==> src/rtl/pfap_pkg.sv <==
// Shared constants, register codes and types for the perspective floor parameter block.
package pfap_pkg;

  localparam int unsigned ScreenLines = 160;
  localparam int unsigned QuotW = 32;

  // Configuration register indexes.
  localparam logic [2:0] REG_FOCAL   = 3'd0;
  localparam logic [2:0] REG_HORIZON = 3'd1;
  localparam logic [2:0] REG_EYE     = 3'd2;
  localparam logic [2:0] REG_SCALE   = 3'd3;
  localparam logic [2:0] REG_CAMX    = 3'd4;
  localparam logic [2:0] REG_CAMY    = 3'd5;
  localparam logic [2:0] REG_SINE    = 3'd6;
  localparam logic [2:0] REG_COSINE  = 3'd7;

  // Per-item side information carried next to the divider.
  typedef struct packed {
    logic       offscreen;
    logic [7:0] line;
  } div_tag_t;

endpackage

==> src/rtl/pfap_div.sv <==
// Pipelined signed divider, one quotient bit per stage after stage 0, one word per cycle while en is high.
module pfap_div (
  input  logic                    clk,
  input  logic                    rst_n,
  input  logic                    en,
  input  logic                    in_valid,
  input  logic [31:0]             num,
  input  logic [8:0]              den,
  input  pfap_pkg::div_tag_t      in_tag,
  output logic                    out_valid,
  output logic [31:0]             quot,
  output pfap_pkg::div_tag_t      out_tag
);

  localparam int unsigned N = pfap_pkg::QuotW;

  logic [N:0]                    vld_r;
  logic [N:0][31:0]              rem_r;
  logic [N:0][31:0]              q_r;
  logic [N:0][8:0]               d_r;
  logic [N:0]                    neg_r;
  logic [N:0]                    zero_r;
  pfap_pkg::div_tag_t [N:0]      tag_r;

  // Stage 0 takes magnitudes; stage k+1 develops quotient bit N-1-k.
  always_ff @(posedge clk) begin
    if (!rst_n) begin
      vld_r <= '0;
    end else if (en) begin
      vld_r <= {vld_r[N-1:0], in_valid};
    end
  end

  always_ff @(posedge clk) begin
    if (en) begin
      rem_r[0]  <= num[31] ? (32'd0 - num) : num;
      d_r[0]    <= den[8] ? (9'd0 - den) : den;
      neg_r[0]  <= num[31] ^ den[8];
      zero_r[0] <= (den == 9'd0);
      q_r[0]    <= '0;
      tag_r[0]  <= in_tag;
    end
  end

  for (genvar k = 0; k < N; k++) begin : g_stage
    localparam int unsigned B = N - 1 - k;
    logic [40:0] shd;
    logic        take;
    always_comb begin
      shd  = {9'd0, rem_r[k]} >> B;
      take = (shd >= {32'd0, d_r[k]});
    end
    always_ff @(posedge clk) begin
      if (en) begin
        rem_r[k+1]  <= take ? (rem_r[k] - 32'({d_r[k]} << B)) : rem_r[k];
        q_r[k+1]    <= q_r[k] | (32'(take) << B);
        d_r[k+1]    <= d_r[k];
        neg_r[k+1]  <= neg_r[k];
        zero_r[k+1] <= zero_r[k];
        tag_r[k+1]  <= tag_r[k];
      end
    end
  end

  assign out_valid = vld_r[N];
  assign quot      = zero_r[N] ? 32'd0 : (neg_r[N] ? (32'd0 - q_r[N]) : q_r[N]);
  assign out_tag   = tag_r[N];

endmodule

==> config.mk <==
export PLATFORM = sky130hd
export DESIGN_NAME = pfap_div
export DESIGN_NICKNAME = d
export VERILOG_FILES = /design/src/rtl/pfap_pkg.sv /design/src/rtl/pfap_div.sv
export SDC_FILE = /design/constraint.sdc
export NUM_CORES = 2
export LEC_CHECK = 0
export ABC_AREA = 1
export ABC_CLOCK_PERIOD_IN_PS = 3000
export BUFFER_PORTS_ARGS = -buffer_cell sky130_fd_sc_hd__clkbuf_2
export CAP_MARGIN = 20
export CORE_MARGIN = 4
export CORE_UTILIZATION = 28
export DETAILED_ROUTE_END_ITERATION = 7
export GPL_TIMING_DRIVEN = 0
export HOLD_SLACK_MARGIN = 0.15
export MAX_ROUTING_LAYER = met4
export PLACE_DENSITY = 0.41
export SLEW_MARGIN = 20
export SYNTH_ARGS = -nofsm -noshare
export SYNTH_HDL_FRONTEND = slang
export SYNTH_SLANG_ARGS = --single-unit
==> constraint.sdc <==
create_clock -name clk -period 3 [get_ports clk]
set_input_delay 0.15 -clock clk [delete_from_list [all_inputs] [get_ports clk]]
set_output_delay 0.15 -clock clk [all_outputs]
set_load 0.03 [all_outputs]
==> results.md <==
- Final clock skew: roughly 45 ps
- Synthesized instance count: approximately 8.5k
- Hold wc startpoint: num[31]
- CTS buffer count: 270
- Dpl hpwl: about 160000 um
- Final hold violation count: 0
- Die width: between 500 and 600 um
- Finish-stage setup viols: 0
- R2r startpoint: d_r[218]$_DFFE_PP_
- Worst Max-Slew Pin Slew: roughly 1100 ps
- DIE HEIGHT: ~600 um
- Nature of the critical path startpoint: flop
- Yosys cell types: 52
- Main flop type after synthesis: edfxtp_1
- Clock Latency Late Sink: 900 ps
- Drt via density: between 4 and 5
- # DRC: 0
- Worst path cell trace: inv_1 > ha_1 > nand2_1 > o21ai_0 > nand2_1 > nand2_1 > nand2_1 > nand2_1 > nand2_1 > a21oi_1
- Routed length per instance: around 16 um
- Ys Warns: 0
- CTS tree: done
- Max-cap viol count: 0
- Fmax: approximately 0.34 GHz
- Crit path required time: 3560 ps
- Share of cells above drive strength 1: 7.87%
- Die area: about 0.36 mm^2
- Root Driver: clkbuf_16
- Setup WS post-layout: about 84 ps
- Maximum vdd drop: 0.410 mV
- Largest net degree at the start of global routing: 97
- Avg Synthesized Cell Area: about 11 um^2
- Crit path from: d_r[218]$_DFFE_PP_
- Commonest non-fill, non-tap cell in the layout: edfxtp_1
- Rows: 215
- CP endpoint kind: flop
- Final wirelength: between 200000 and 250000 um
- Final max-slew violation count: 0
- Clk buf depth: 4
- Most frequent cells in the layout: edfxtp_1, nand2_1, inv_1
- GRT Residual Overflow: 0
- # H-tree levels: 5
- Arr. time, crit path: 3480 ps
- Power Density: slightly below 800 mW/mm^2
- Vias: between 50k and 60k
- Area grow syn2layout: 18.2%
- Utilization after layout: ~33%
- Top-level port count: 96
- Vias in the first global route: 59.3k
- Synth Net Count: a little under 9k
- Asr flop ratio synth: 0%
- P_leak: approximately 45 nW
- Antenna-violating nets left: 0
- Cell mode on critical path: nand2_1
- CP max FO: 4
- Yosys top cell by area: edfxtp_1
- Synth top area cells: edfxtp_1, nand2_1, inv_1
- Global placement routability congestion: between 0.8 and 0.9
- Period utilisation layout: 97.2%
- Number of buffers added on ports: 94
- Top-area cell type share of the netlist area: 68.2%
- Pre-CTS setup slack: -1210 ps
- Slew margin rel.: 24.8%
- CTS Sinks: about 2.2k
- DRT iter0 DRCs: around 4k
- RSZ-0062 raised after global routing: yes
- All-Layer GR Usage: between 10% and 20%
- First-pass GRT wire length: 349000 um
- CP Class: flop to flop
- Crit-path max cell delay: around 630 ps
- Slowest cell on crit path: o21ai_0
- DRT Pass-1 Iters: 8
- Outcome: finished, final reports clean
- Clk slew on worst S/H paths: about 60 ps
- Syn Std Cell Area: 0.0970 mm^2
- Worst Hold Class: input pin to flop
- Initial antenna violation count: 17
- Min Tclk post-route: approximately 2900 ps
- Seq/Total Area, Yosys: a little under 70%
- Initial core utilization: 28.2%
- Post-synth EDFFs: 2203
- Number of synthesized register bits: ~2.2k
- Nets: approximately 9.4k
- Core Area: around 0.34 mm^2
==> metrics by stage <==
stage          instances  instance area, um^2  setup TNS, ps  total power, mW  hold slack (ps)
2_1_floorplan       8472                97000              0             51.5              249
3_3_place_gp       13100               103000              -             51.9              327
3_5_place_dp       13100               104000        -519300             57.6              329
4_1_cts            13800               115000              0             91.1              152
5_1_grt            13800               115000          -60.6             94.8              265
6_report           13800               115000              0             89.2              259
==> cell type report <==
| class | count | area, um^2 |
|---|---|---|
| antenna | 4 | 10.0 |
| buffer | 81 | 548 |
| clock buffer | 322 | 7070 |
| clock inverter | 154 | 1660 |
| fill | 34300 | 229000 |
| inverter | 1170 | 4390 |
| multi-input combinational | 4985 | 25400 |
| sequential | 2236 | 66800 |
| tap | 4557 | 5700 |
| timing repair buffer | 289 | 3130 |
==> cells in the mapped netlist, types with 13 or more instances <==
| master | number |
|---|---|
| a21oi_1 | 339 |
| a21oi_2 | 17 |
| buf_2 | 14 |
| buf_4 | 31 |
| buf_6 | 13 |
| clkbuf_1 | 19 |
| dfxtp_1 | 33 |
| edfxtp_1 | 2203 |
| fa_1 | 29 |
| ha_1 | 256 |
| inv_1 | 1158 |
| nand2_1 | 2148 |
| nand2_2 | 23 |
| nand3_1 | 437 |
| nand3b_1 | 89 |
| nand4_1 | 134 |
| nor2_1 | 811 |
| nor2_2 | 18 |
| nor2_4 | 13 |
| nor3_1 | 81 |
| nor4_1 | 18 |
| o21ai_0 | 240 |
| o21ai_1 | 32 |
| xnor2_1 | 78 |
| xor2_1 | 131 |
==> logic make-up after synthesis <==
kind of cell | share of synthesized area (%)
AOI/OAI and AO/OA | 3.63
xor gates and xnor gates | 1.89
adders and majority gates | 3.90
and+or+nand+nor | 16.6
DFF | 68.9
buffers and inverters | 5.09
==> what timing repair did <==
item / 4_1_cts / 5_1_grt
pin swaps: 0 / 2
buffers inserted: 1 / 6
endpoints found under the hold margin: 257 / 0
hold buffers: 156 / 0
setup endpoints to repair: 284 / 100
cloned: 4 / 2
resized for setup: 11 / 38
==> sequential cells by signal (all words and copies together) (netlist names) <==
name,cells
neg_r,33
tag_r,288
d_r,288
rem_r,496
q_r,528
g_stage.shd,528
vld_r,33
zero_r,33
out_tag,9
==> final timing paths <==
path | to | slack, ps | depth (start not counted)
max | g_stage[25].shd[24]$_DFFE_PP_ | 80 | 10
min | rem_r[1]$_DFFE_PP_ | 260 | 4
max reg2reg | g_stage[25].shd[24]$_DFFE_PP_ | 80 | 10
min reg2reg | q_r[999]$_DFFE_PP_ | 390 | 0
==> power by group <==
group | switching [mW] | internal, mW
registers | 2.26 | 38.5
clock network | 13.0 | 19.2
logic | 10.8 | 5.38
total | 26.1 | 63.1
==> metal layers <==
layer  part of all wire [%]  GRT usage (%)
met1                     47           16.8
met3                    3.5           1.81
met2                     47           20.5
met4                    2.9           3.91
met5                      0              -
==> critical path: cells and delay by family, from the launching register on <==
family	cells	cell delay (ps)
compound gates	2	1180
fa+ha+maj	1	360
buf+inv	1	60
flops	1	410
simple gates	6	590
Note: power is estimated with default switching activity, not from simulation.
